`src/rtl/conv_mac_requantize_assert.svh`:
```
// Assertion macros shared by the conv_mac_requantize RTL.
// No dependencies; checks compile away when SYNTHESIS is defined.
`ifndef CONV_MAC_REQUANTIZE_ASSERT_SVH
`define CONV_MAC_REQUANTIZE_ASSERT_SVH
`ifndef SYNTHESIS
// Same-cycle implication, disabled during reset.
`define CMR_ASSERT(label, clk, rst, ante, cons) \
  label: assert property (@(posedge clk) disable iff (rst) (ante) |-> (cons)) \
    else $error("%m: check failed");
// Next-cycle implication, disabled during reset.
`define CMR_ASSERT_NEXT(label, clk, rst, ante, cons) \
  label: assert property (@(posedge clk) disable iff (rst) (ante) |=> (cons)) \
    else $error("%m: check failed");
`else
`define CMR_ASSERT(label, clk, rst, ante, cons)
`define CMR_ASSERT_NEXT(label, clk, rst, ante, cons)
`endif
`endif

```
`src/rtl/cmr_pkg.sv`:
```
// Shared types and constants for the convolution MAC / requantizer.
// No dependencies.
package cmr_pkg;

  // Register map, index = paddr[4:2]
  localparam int REG_IDX_W = 3;
  localparam logic [REG_IDX_W-1:0] REG_REQUANT_SHIFT = 3'd0;
  localparam logic [REG_IDX_W-1:0] REG_OUT_BITS      = 3'd1;
  localparam logic [REG_IDX_W-1:0] REG_RELU_ENABLE   = 3'd2;
  localparam logic [REG_IDX_W-1:0] REG_BIAS_ENABLE   = 3'd3;
  localparam logic [REG_IDX_W-1:0] REG_BIAS_SCALE    = 3'd4;
  localparam logic [REG_IDX_W-1:0] REG_OUT_SCALE     = 3'd5;

  localparam logic [4:0] OUT_BITS_RESET = 5'd8;

  // Rounding is suppressed when the shifted value lands exactly here
  localparam int NO_ROUND_VALUE = 'h7fff;

  localparam int DATA_W = 16;

  // First-stage saturation codes
  localparam logic [1:0] SAT_NONE = 2'd0;
  localparam logic [1:0] SAT_POS  = 2'd1;
  localparam logic [1:0] SAT_NEG  = 2'd2;

  // Window queue between MAC and requantizer
  localparam int QUEUE_DEPTH = 4;
  localparam int QUEUE_PTR_W = 2;
  localparam int QUEUE_CNT_W = 3;

  typedef struct packed {
    logic [5:0] requant_shift;  // two's complement
    logic [4:0] out_bits;
    logic       relu_enable;
    logic       bias_enable;
    logic [4:0] bias_scale;
    logic [5:0] out_scale;      // two's complement
  } cfg_t;

endpackage

```
`src/rtl/cmr_front.sv`:
```
// MAC front end: registers taps, multiplies, accumulates, pushes one
// finished window per last tap into the queue. Depends on cmr_pkg.
module cmr_front #(
  parameter int ACC_WIDTH = 32
) (
  input  logic                                 clk,
  input  logic                                 rst,
  input  logic                                 in_valid,
  output logic                                 in_ready,
  input  logic signed [cmr_pkg::DATA_W-1:0]    feature_value,
  input  logic signed [cmr_pkg::DATA_W-1:0]    weight_value,
  input  logic                                 tap_outside,
  input  logic                                 last_tap,
  input  logic signed [cmr_pkg::DATA_W-1:0]    bias_value,
  output logic                                 push,
  output logic [ACC_WIDTH+cmr_pkg::DATA_W-1:0] push_data,
  input  logic                                 queue_full
);

  logic                               en;
  logic                               a_valid, a_last;
  logic signed [cmr_pkg::DATA_W-1:0]  a_feat, a_wt, a_bias;
  logic                               b_valid, b_last;
  logic signed [2*cmr_pkg::DATA_W-1:0] b_prod;
  logic signed [cmr_pkg::DATA_W-1:0]  b_bias;
  logic signed [ACC_WIDTH-1:0]        acc, acc_sum;

  // Only a window end that cannot enter a full queue holds the pipe
  assign en       = !(b_valid && b_last && queue_full);
  assign in_ready = en;

  assign acc_sum   = acc + ACC_WIDTH'(b_prod);
  assign push      = b_valid && b_last && !queue_full;
  assign push_data = {b_bias, acc_sum};

  always_ff @(posedge clk) begin
    if (rst) begin
      a_valid <= 1'b0;
      b_valid <= 1'b0;
      acc     <= '0;
    end else if (en) begin
      a_valid <= in_valid;
      b_valid <= a_valid;
      if (b_valid) begin
        acc <= b_last ? '0 : acc_sum;
      end
    end
  end

  always_ff @(posedge clk) begin
    if (en) begin
      a_feat <= tap_outside ? '0 : feature_value;
      a_wt   <= weight_value;
      a_bias <= bias_value;
      a_last <= last_tap;
      b_prod <= a_feat * a_wt;
      b_bias <= a_bias;
      b_last <= a_last;
    end
  end

endmodule

```
`src/rtl/cmr_fifo.sv`:
```
// Small window queue decoupling the MAC from the requantizer.
// Depends on cmr_pkg and conv_mac_requantize_assert.svh.
`include "conv_mac_requantize_assert.svh"

module cmr_fifo #(
  parameter int WIDTH = 48
) (
  input  logic             clk,
  input  logic             rst,
  input  logic             push,
  input  logic [WIDTH-1:0] wdata,
  output logic             full,
  input  logic             pop,
  output logic [WIDTH-1:0] rdata,
  output logic             empty
);

  logic [WIDTH-1:0]                   mem [cmr_pkg::QUEUE_DEPTH];
  logic [cmr_pkg::QUEUE_PTR_W-1:0]    wr_ptr, rd_ptr;
  logic [cmr_pkg::QUEUE_CNT_W-1:0]    count;

  assign full  = (count == cmr_pkg::QUEUE_CNT_W'(cmr_pkg::QUEUE_DEPTH));
  assign empty = (count == '0);
  assign rdata = mem[rd_ptr];

  always_ff @(posedge clk) begin
    if (rst) begin
      wr_ptr <= '0;
      rd_ptr <= '0;
      count  <= '0;
    end else begin
      if (push) wr_ptr <= wr_ptr + 1'b1;
      if (pop)  rd_ptr <= rd_ptr + 1'b1;
      if (push && !pop)      count <= count + 1'b1;
      else if (!push && pop) count <= count - 1'b1;
    end
  end

  always_ff @(posedge clk) begin
    if (push) mem[wr_ptr] <= wdata;
  end

  `CMR_ASSERT(a_no_push_full, clk, rst, push, !full)
  `CMR_ASSERT(a_no_pop_empty, clk, rst, pop, !empty)
  `CMR_ASSERT_NEXT(a_count_up, clk, rst, push && !pop, count == $past(count) + 1'b1)

endmodule

```
`src/rtl/cmr_back.sv`:
```
// Requantizer back end: shift/round, saturate, bias align/add/round,
// second saturation, ReLU, output register. Depends on cmr_pkg and conv_mac_requantize_assert.svh.
`include "conv_mac_requantize_assert.svh"

module cmr_back #(
  parameter int ACC_WIDTH = 32
) (
  input  logic                                 clk,
  input  logic                                 rst,
  input  cmr_pkg::cfg_t                        cfg,
  input  logic                                 q_empty,
  output logic                                 q_pop,
  input  logic [ACC_WIDTH+cmr_pkg::DATA_W-1:0] q_data,
  output logic                                 out_valid,
  input  logic                                 out_ready,
  output logic [cmr_pkg::DATA_W-1:0]           out_data,
  output logic [1:0]                           out_flag
);

  localparam int SW   = (ACC_WIDTH + 1 > 36) ? ACC_WIDTH + 1 : 36;
  localparam int AUXW = 48;
  localparam int SUMW = 49;
  localparam int DW   = cmr_pkg::DATA_W;
  localparam logic signed [SW-1:0] LC_MAX = SW'(2**17 - 1);
  localparam logic signed [SW-1:0] LC_MIN = SW'(-(2**17));

  logic en;
  logic v1, v2, v3, v4;

  // saturation limits from out_bits, clamped to 2..16
  logic [4:0]         bsel;
  logic signed [16:0] lim_max, lim_min;

  always_comb begin
    if (cfg.out_bits < 5'd2)       bsel = 5'd2;
    else if (cfg.out_bits > 5'd16) bsel = 5'd16;
    else                           bsel = cfg.out_bits;
  end
  assign lim_max = $signed((17'd1 << (bsel - 5'd1)) - 17'd1);
  assign lim_min = ~lim_max;

  assign en    = !out_valid || out_ready;
  assign q_pop = en && !q_empty;

  // ---- stage 1: requant shift ----
  logic signed [ACC_WIDTH-1:0] acc, asr, asr_m1;
  logic signed [SW-1:0]        acc_s, right, left, s1_shift_d;
  logic signed [17:0]          acc_c;
  logic [4:0]                  rn, lsc;
  logic [5:0]                  ls;
  logic                        inc1;
  logic signed [DW-1:0]        s1_bias;
  logic signed [SW-1:0]        s1_shift;

  assign acc    = $signed(q_data[ACC_WIDTH-1:0]);
  assign acc_s  = SW'(acc);
  assign rn     = cfg.requant_shift[4:0];
  assign asr    = acc >>> rn;
  assign asr_m1 = acc >>> (rn - 5'd1);
  assign inc1   = (rn != 5'd0) && (SW'(asr) != SW'(cmr_pkg::NO_ROUND_VALUE)) && asr_m1[0];
  assign right  = SW'(asr) + $signed({{(SW-1){1'b0}}, inc1});

  // a value beyond 18 bits saturates after any left shift, as does a shift past 18
  assign ls  = 6'(-$signed(cfg.requant_shift));
  assign lsc = (ls > 6'd18) ? 5'd18 : ls[4:0];
  always_comb begin
    if (acc_s > LC_MAX)      acc_c = 18'sh1ffff;
    else if (acc_s < LC_MIN) acc_c = 18'sh20000;
    else                     acc_c = acc_s[17:0];
  end
  assign left       = SW'(acc_c) <<< lsc;
  assign s1_shift_d = cfg.requant_shift[5] ? left : right;

  // ---- stage 2: first saturation, bias alignment ----
  logic signed [DW-1:0]   sat_d, bq, s2_sat;
  logic [1:0]             flag_d, s2_flag;
  logic [5:0]             bn;
  logic signed [DW-1:0]   bq_m1;
  logic signed [AUXW-1:0] aux_d, s2_aux;

  always_comb begin
    if (s1_shift < lim_min) begin
      sat_d  = DW'(lim_min);
      flag_d = cmr_pkg::SAT_NEG;
    end else if (s1_shift > lim_max) begin
      sat_d  = DW'(lim_max);
      flag_d = cmr_pkg::SAT_POS;
    end else begin
      sat_d  = DW'(s1_shift);
      flag_d = cmr_pkg::SAT_NONE;
    end
  end

  // A 16-bit bias shifted right can never hit the no-round value
  assign bn    = 6'(-$signed(cfg.out_scale));
  assign bq    = s1_bias >>> bn;
  assign bq_m1 = s1_bias >>> (bn - 6'd1);
  assign aux_d = cfg.out_scale[5]
               ? AUXW'(bq) + $signed({{(AUXW-1){1'b0}}, bq_m1[0]})
               : AUXW'(s1_bias) <<< cfg.out_scale[4:0];

  // ---- stage 3: aligned add ----
  logic signed [AUXW-1:0] main_part;
  logic signed [SUMW-1:0] s3_sum;
  logic signed [DW-1:0]   s3_sat;
  logic [1:0]             s3_flag;

  assign main_part = AUXW'(s2_sat) <<< cfg.bias_scale;

  // ---- stage 4: rounding shift back ----
  logic signed [SUMW-1:0] r4, r4_m1, s4_rnd;
  logic signed [DW-1:0]   s4_sat;
  logic [1:0]             s4_flag;
  logic                   inc4;

  assign r4    = s3_sum >>> cfg.bias_scale;
  assign r4_m1 = s3_sum >>> (cfg.bias_scale - 5'd1);
  assign inc4  = (cfg.bias_scale != 5'd0) &&
                 (r4 != SUMW'(cmr_pkg::NO_ROUND_VALUE)) && r4_m1[0];

  // ---- stage 5: second saturation, ReLU ----
  logic signed [DW-1:0] bsat, fin;

  always_comb begin
    if (s4_rnd < lim_min)      bsat = DW'(lim_min);
    else if (s4_rnd > lim_max) bsat = DW'(lim_max);
    else                       bsat = DW'(s4_rnd);
    fin = cfg.bias_enable ? bsat : s4_sat;
    if (cfg.relu_enable && fin[DW-1]) fin = '0;
  end

  always_ff @(posedge clk) begin
    if (rst) begin
      v1        <= 1'b0;
      v2        <= 1'b0;
      v3        <= 1'b0;
      v4        <= 1'b0;
      out_valid <= 1'b0;
    end else if (en) begin
      v1        <= q_pop;
      v2        <= v1;
      v3        <= v2;
      v4        <= v3;
      out_valid <= v4;
    end
  end

  always_ff @(posedge clk) begin
    if (en) begin
      s1_shift <= s1_shift_d;
      s1_bias  <= $signed(q_data[ACC_WIDTH+DW-1:ACC_WIDTH]);
      s2_sat   <= sat_d;
      s2_flag  <= flag_d;
      s2_aux   <= aux_d;
      s3_sum   <= SUMW'(main_part) + SUMW'(s2_aux);
      s3_sat   <= s2_sat;
      s3_flag  <= s2_flag;
      s4_rnd   <= r4 + $signed({{(SUMW-1){1'b0}}, inc4});
      s4_sat   <= s3_sat;
      s4_flag  <= s3_flag;
      out_data <= fin;
      out_flag <= s4_flag;
    end
  end

  `CMR_ASSERT(a_relu_nonneg, clk, rst, out_valid && cfg.relu_enable, !out_data[DW-1])
  `CMR_ASSERT(a_in_limits, clk, rst, out_valid, ($signed(out_data) <= lim_max) && ($signed(out_data) >= lim_min))

endmodule

```
`src/rtl/conv_mac_requantize.sv`:
```
// Top level of the quantized convolution MAC with requantization.
// Depends on cmr_pkg, cmr_front, cmr_fifo, cmr_back.

// Takes one convolution tap per beat on the slave stream and returns one
// requantized pixel on the master stream for every beat that carries tlast.
// Throughput is one tap per clock, set by the front end's single 16x16
// multiplier and accumulator add. The tap input stalls only while a finished
// window sits in the front end's last stage and the four-entry window queue
// is full. A window's result passes through the two front stages, the window
// queue and the five back stages before it shows up on m_axis_tvalid.
// The back end stalls only on master-side backpressure; the queue
// lets the MAC keep taking taps meanwhile.
// Registers (APB, byte address 4*index): 0 requant_shift, 1 out_bits,
// 2 relu_enable, 3 bias_enable, 4 bias_scale, 5 out_scale. Change them only
// while no window is in flight.
module conv_mac_requantize #(
  parameter int ACC_WIDTH = 32
) (
  input  logic        clk,
  input  logic        rst,
  // tap stream
  input  logic        s_axis_tvalid,
  output logic        s_axis_tready,
  input  logic [47:0] s_axis_tdata,   // feature_value[15:0], weight_value[31:16],
                                      // bias_value[47:32]
  input  logic        s_axis_tuser,   // tap_outside
  input  logic        s_axis_tlast,   // last_tap
  // result stream
  output logic        m_axis_tvalid,
  input  logic        m_axis_tready,
  output logic [15:0] m_axis_tdata,   // result_value[15:0]
  output logic [1:0]  m_axis_tuser,   // saturation[1:0]
  // configuration
  input  logic        psel,
  input  logic        penable,
  input  logic        pwrite,
  input  logic [4:0]  paddr,
  input  logic [31:0] pwdata,
  output logic [31:0] prdata,
  output logic        pready
);

  localparam int QW = ACC_WIDTH + cmr_pkg::DATA_W;

  cmr_pkg::cfg_t cfg;
  logic          wr_en;
  logic [cmr_pkg::REG_IDX_W-1:0] reg_idx;

  // ---------------- register file ----------------
  assign pready  = 1'b1;
  assign reg_idx = paddr[4:2];
  assign wr_en   = psel && penable && pwrite && pready;

  always_ff @(posedge clk) begin
    if (rst) begin
      cfg.requant_shift <= '0;
      cfg.out_bits      <= cmr_pkg::OUT_BITS_RESET;
      cfg.relu_enable   <= 1'b0;
      cfg.bias_enable   <= 1'b0;
      cfg.bias_scale    <= '0;
      cfg.out_scale     <= '0;
    end else if (wr_en) begin
      case (reg_idx)
        cmr_pkg::REG_REQUANT_SHIFT: cfg.requant_shift <= pwdata[5:0];
        cmr_pkg::REG_OUT_BITS:      cfg.out_bits      <= pwdata[4:0];
        cmr_pkg::REG_RELU_ENABLE:   cfg.relu_enable   <= pwdata[0];
        cmr_pkg::REG_BIAS_ENABLE:   cfg.bias_enable   <= pwdata[0];
        cmr_pkg::REG_BIAS_SCALE:    cfg.bias_scale    <= pwdata[4:0];
        cmr_pkg::REG_OUT_SCALE:     cfg.out_scale     <= pwdata[5:0];
        default: ;  // unmapped: write ignored
      endcase
    end
  end

  always_comb begin
    case (reg_idx)
      cmr_pkg::REG_REQUANT_SHIFT: prdata = 32'(cfg.requant_shift);
      cmr_pkg::REG_OUT_BITS:      prdata = 32'(cfg.out_bits);
      cmr_pkg::REG_RELU_ENABLE:   prdata = 32'(cfg.relu_enable);
      cmr_pkg::REG_BIAS_ENABLE:   prdata = 32'(cfg.bias_enable);
      cmr_pkg::REG_BIAS_SCALE:    prdata = 32'(cfg.bias_scale);
      cmr_pkg::REG_OUT_SCALE:     prdata = 32'(cfg.out_scale);
      default:                    prdata = '0;
    endcase
  end

  // ---------------- datapath ----------------
  logic          q_push, q_full, q_pop, q_empty;
  logic [QW-1:0] q_wdata, q_rdata;

  cmr_front #(.ACC_WIDTH(ACC_WIDTH)) u_front (
    .clk           (clk),
    .rst           (rst),
    .in_valid      (s_axis_tvalid),
    .in_ready      (s_axis_tready),
    .feature_value ($signed(s_axis_tdata[15:0])),
    .weight_value  ($signed(s_axis_tdata[31:16])),
    .tap_outside   (s_axis_tuser),
    .last_tap      (s_axis_tlast),
    .bias_value    ($signed(s_axis_tdata[47:32])),
    .push          (q_push),
    .push_data     (q_wdata),
    .queue_full    (q_full)
  );

  // finished windows wait here: {bias, accumulator}
  cmr_fifo #(.WIDTH(QW)) u_queue (
    .clk   (clk),
    .rst   (rst),
    .push  (q_push),
    .wdata (q_wdata),
    .full  (q_full),
    .pop   (q_pop),
    .rdata (q_rdata),
    .empty (q_empty)
  );

  cmr_back #(.ACC_WIDTH(ACC_WIDTH)) u_back (
    .clk       (clk),
    .rst       (rst),
    .cfg       (cfg),
    .q_empty   (q_empty),
    .q_pop     (q_pop),
    .q_data    (q_rdata),
    .out_valid (m_axis_tvalid),
    .out_ready (m_axis_tready),
    .out_data  (m_axis_tdata),
    .out_flag  (m_axis_tuser)
  );

endmodule
```
`config.mk`:
```
export PLATFORM = sky130hd
export DESIGN_NAME = conv_mac_requantize
export DESIGN_NICKNAME = d
export VERILOG_FILES = /design/src/rtl/cmr_pkg.sv /design/src/rtl/cmr_front.sv /design/src/rtl/cmr_fifo.sv /design/src/rtl/cmr_back.sv /design/src/rtl/conv_mac_requantize.sv
export VERILOG_INCLUDE_DIRS = /design/src /design/src/rtl
export SDC_FILE = /design/constraint.sdc
export NUM_CORES = 2
export LEC_CHECK = 0
export ABC_AREA = 0
export BUFFER_PORTS_ARGS = -buffer_cell sky130_fd_sc_hd__buf_2
export CORE_UTILIZATION = 58
export CTS_CLUSTER_DIAMETER = 30
export DETAILED_ROUTE_END_ITERATION = 10
export GPL_TIMING_DRIVEN = 0
export PLACE_DENSITY = 0.85
export RECOVER_POWER = 100
export SYNTH_ARGS = -nofsm -noshare
export SYNTH_HDL_FRONTEND = slang
export SYNTH_SLANG_ARGS = --single-unit
```
`constraint.sdc`:
```
create_clock -name clk -period 10.3 [get_ports clk]
set_input_delay 2.06 -clock clk [delete_from_list [all_inputs] [get_ports clk]]
set_output_delay 2.06 -clock clk [all_outputs]
set_load 0.005 [all_outputs]
```
==> impl.org <==
** Drt
- In the final routed layout, each cell accounts on average for 23.8 µm.
- The detailed router placed 43,400 vias in this run.
- Detailed-route DRC error count :: 0
- Final antenna-violating net count :: 0
- Number of DRC violations after detailed-routing iteration 0 :: 5,271
- Final WL :: 160,000 µm
- In the routed layout, each cell is associated on average with a via count of 6.46.
- Before antenna repair, the detailed router went through 6 iterations.

** Min path
- Along the worst hold path, the cell count comes to 0.
- Min-Delay Path Class :: reg2reg

** Timing
- Post-Route Hold Slack :: 397 ps
- Final worst-path cycle share :: 0.846
- Setup violations remaining at the end of the flow were counted as 0.
- Subtracting the final worst setup slack from the clock period gives 8710 ps.
- Fin Clk Skew :: 78.3 ps
- Peak Freq :: 115 MHz
- Remaining max-slew budget at the tightest pin :: -1.26
- The count of endpoints failing hold in the final timing report is 0.
- Setup repair after global routing left no endpoint under its margin.
- Setup total negative slack on the finished layout was measured at 0 ps.
- Slew Limit Fails :: 440
- Slew at the pin with the worst max-slew slack :: 3390 ps

** Floorplan
- Number of placement rows :: 111
- From bottom edge to top edge, the die measures 306 µm.
- The core region is 91,700 µm².
- # IOs :: 147
- The floorplan step set the die width to 306 µm.
- Initial Utilization :: 0.586
- Die area :: 93,800 µm²

** Worst setup path
- Measured in cells, the most critical reg-to-reg path has a length of 21.
- Endpoint kind of the worst setup timing path :: flop
- CP Data Required Time :: 10,730 ps
- Classification of the worst setup path :: reg2reg
- The setup check on the worst reg-to-reg path leaves a slack of 1590 ps.
- Data on the critical path arrives at its endpoint at 9140 ps.
- Nature of the critical path startpoint :: flop
- In this run the worst path has a maximum fanout of 10.

** Power
- The share of total power dissipated in the clock network is 0.215.
- The share of total power dissipated in combinational logic is 0.535.
- Leakage power :: 24.1 nW
- Maximum VDD drop :: 255 µV
- Net switching power :: 7.69 mW
- For this design the ratio of total power to cell area is 302 nW/µm².
- Cell internal power was estimated by the tool at 10.4 mW.
- Switching Share :: 0.425
- Part of the total power dissipated in sequential elements :: 0.251

** Clocking
- Clock Sink Count :: 631
- TritonCTS built the clock tree.
- The longest clock path from root to sink contains 3 buffers.
- CTS H-tree depth :: 3
- Worst-Skew Late Latency :: 740 ps
- In this run, post-CTS hold repair placed 0 buffers.
- Total clock buffers created by CTS :: 115
- Clock slew seen by the registers of the worst setup and hold paths :: 50 ps
- Post-CTS timing repair inserted 0 buffers for setup.
- The tree is rooted in a sky130_fd_sc_hd__clkbuf_16.
- Post-CTS sizing :: 0

** Logic synthesis
- In the synthesized netlist the dominant register cell turns out to be sky130_fd_sc_hd__edfxtp_1.
- The mapped netlist covers 53,700 µm².
- By area the synthesized netlist is led by sky130_fd_sc_hd__edfxtp_1 (31%), sky130_fd_sc_hd__fa_1 (9.9%), sky130_fd_sc_hd__ha_1 (8.4%).
- Sequential share of the synthesized area :: 0.340
- Syn_area_per_cell :: 10.4 µm²
- After synthesis, the share of flip-flops with an asynchronous set or reset is 0.
- In this run, synthesis inferred 559 flip-flops with an integrated enable.
- During synthesis, Yosys emitted a total of 0 warnings.
- Synthesis-stage register bit count :: 631
- Biggest area consumer among synthesized cells :: sky130_fd_sc_hd__edfxtp_1
- The synthesized netlist contains 101 unique library cells.
- Instance count of the mapped netlist :: 5,170
- Of the post-synthesis cell area, the dominant cell type holds 0.313.

** Place
- Final RePlAce weighted congestion :: 1.00
- Total half-perimeter wirelength after legalization and detailed placement :: 121,000 µm
- Number of port buffers :: 91

** Global routing
- In the global route stage, overall resource usage came out at 0.337.
- Entering global routing, the biggest net connects 139 pins.
- Global route total overflow :: 0
- The first global-routing pass estimated 245,000 µm of wire.
- Number of global-route vias before repair :: 42,700
- The initial antenna violation count came to 6.

** Finish
- After filler insertion, the fill cell instance count of the layout stands at 6,812.
- Most frequent standard cell in the layout excluding fill and tap cells :: sky130_fd_sc_hd__edfxtp_1
- Layout Utilization :: 0.652
- Area delta synth->final :: 11.4%
- Commonest cells after routing, fill and taps aside :: sky130_fd_sc_hd__edfxtp_1 (559), sky130_fd_sc_hd__nand2_1 (471), sky130_fd_sc_hd__inv_1 (404)
- Count of nets after finishing :: 6,144
- Of the cells placed in the final design, the portion with a size suffix greater than 1 is 0.118.
- 0 antenna diodes ended up in the layout.

** Run status
- Violated checks :: capacitance limit, slew limit
- Run status :: finished, violations left

** Job
- Max-cap violations in this run came to 8.
[worst max-delay path, cell delays in order, from the launching register on]
cell                       delay [ps]
sky130_fd_sc_hd__dfxtp_1          310
sky130_fd_sc_hd__clkbuf_1         500
sky130_fd_sc_hd__clkbuf_1         730
sky130_fd_sc_hd__clkbuf_1         800
sky130_fd_sc_hd__clkbuf_1         940
sky130_fd_sc_hd__mux2i_1          740
sky130_fd_sc_hd__o21ai_0          240
sky130_fd_sc_hd__a221oi_1         480
sky130_fd_sc_hd__a222oi_1         330
sky130_fd_sc_hd__nand3_1          290
sky130_fd_sc_hd__nor3_1           120
sky130_fd_sc_hd__a211oi_1         240
sky130_fd_sc_hd__ha_1             230
sky130_fd_sc_hd__ha_1             160
sky130_fd_sc_hd__inv_1             70
sky130_fd_sc_hd__or2_0            210
sky130_fd_sc_hd__clkbuf_1         170
sky130_fd_sc_hd__or2_0            340
sky130_fd_sc_hd__or4_1            560
sky130_fd_sc_hd__clkbuf_1         220
sky130_fd_sc_hd__o41a_1           500
sky130_fd_sc_hd__o21bai_1         200
[layout make-up]
cell class	count	area, µm²	share of cell area
plain buffers	300	1400	0.0233
well taps	1186	1480	0.0248
clock buffers	127	2980	0.0499
multi-input cells	3863	32600	0.545
inverters	410	1540	0.0258
flip-flops and latches	631	18200	0.305
repair buffers	105	499	0.00835
clock inverters	93	1090	0.0183
[state kept, by name, summed over array words and instances, names as in the netlist, 24 cells and up, named ones only]
signal / flops
u_front.acc: 32
u_back.s2_aux: 47
u_queue.mem: 192
u_front.b_prod: 32
u_back.s1_shift: 36
cfg: 24
u_back.s3_sum: 49
u_back.s4_rnd: 49
[power by group through the flow]
stage               Sequential [mW]  Combinational [mW]  Clock [mW]
CTS                            4.50                9.49        3.91
global route                   4.58                10.6        4.02
finish                         4.53                9.66        3.88
global placement               4.50                9.07           0
detailed placement             4.54                9.37           0
floorplan                      4.30                7.12           0
[cell families (layout without fill, tap and decap cells)]
| family | count (synthesis) | after routing | synth area share |
|---|---|---|---|
| simple gates | 1466 | 1466 | 0.129 |
| compound gates | 1110 | 1110 | 0.134 |
| buf+inv | 710 | 1035 | 0.0557 |
| flops | 631 | 631 | 0.340 |
| fa+ha+maj | 624 | 624 | 0.182 |
| mux | 430 | 430 | 0.126 |
| xor+xnor | 197 | 197 | 0.0321 |
| other cells | 2 | 36 | 0.000140 |
[synth_stat cells (64+ instances only)]
cell	instances
sky130_fd_sc_hd__dfxtp_1	72
sky130_fd_sc_hd__edfxtp_1	559
sky130_fd_sc_hd__xnor2_1	133
sky130_fd_sc_hd__a21oi_1	305
sky130_fd_sc_hd__ha_1	359
sky130_fd_sc_hd__and2_1	129
sky130_fd_sc_hd__nand2_1	471
sky130_fd_sc_hd__mux2_2	66
sky130_fd_sc_hd__xor2_1	64
sky130_fd_sc_hd__mux4_2	188
sky130_fd_sc_hd__a21o_1	92
sky130_fd_sc_hd__nor2b_1	65
sky130_fd_sc_hd__inv_1	404
sky130_fd_sc_hd__nor2_1	377
sky130_fd_sc_hd__nand3_1	97
sky130_fd_sc_hd__o21ai_0	228
sky130_fd_sc_hd__mux2i_1	174
sky130_fd_sc_hd__fa_1	265
sky130_fd_sc_hd__clkbuf_1	182
sky130_fd_sc_hd__nor3_1	90
[worst paths after layout]
check / from / to
setup reg to reg: flop / u_back.s1_shift[34]
hold reg to reg: u_back.s3_sat[4] / u_back.s4_sat[4]
setup / recovery: flop / u_back.s1_shift[34]
hold / removal: u_back.s3_sat[4] / u_back.s4_sat[4]
[layer usage]
layer	vias to the layer above	global-route usage	routed length, µm
li1	19300	-	-
met1	21100	0.440	62900
met2	2492	0.544	73900
met3	560	0.0618	14500
met4	8	0.159	8240
met5	-	0	58
[stage by stage]
step                      cells  instance area, µm²  worst slack [ps]  total power [mW]
after floorplan            5204               53800               573              11.4
after global routing       6715               59800              1050              19.2
after CTS                  6715               60100              2360              17.9
after global placement     6481               55800             -2110              13.6
after detailed placement   6495               56000              2510              13.9
final                      6715               59800              1590              18.1
Note: power is estimated with default switching activity, not from simulation.
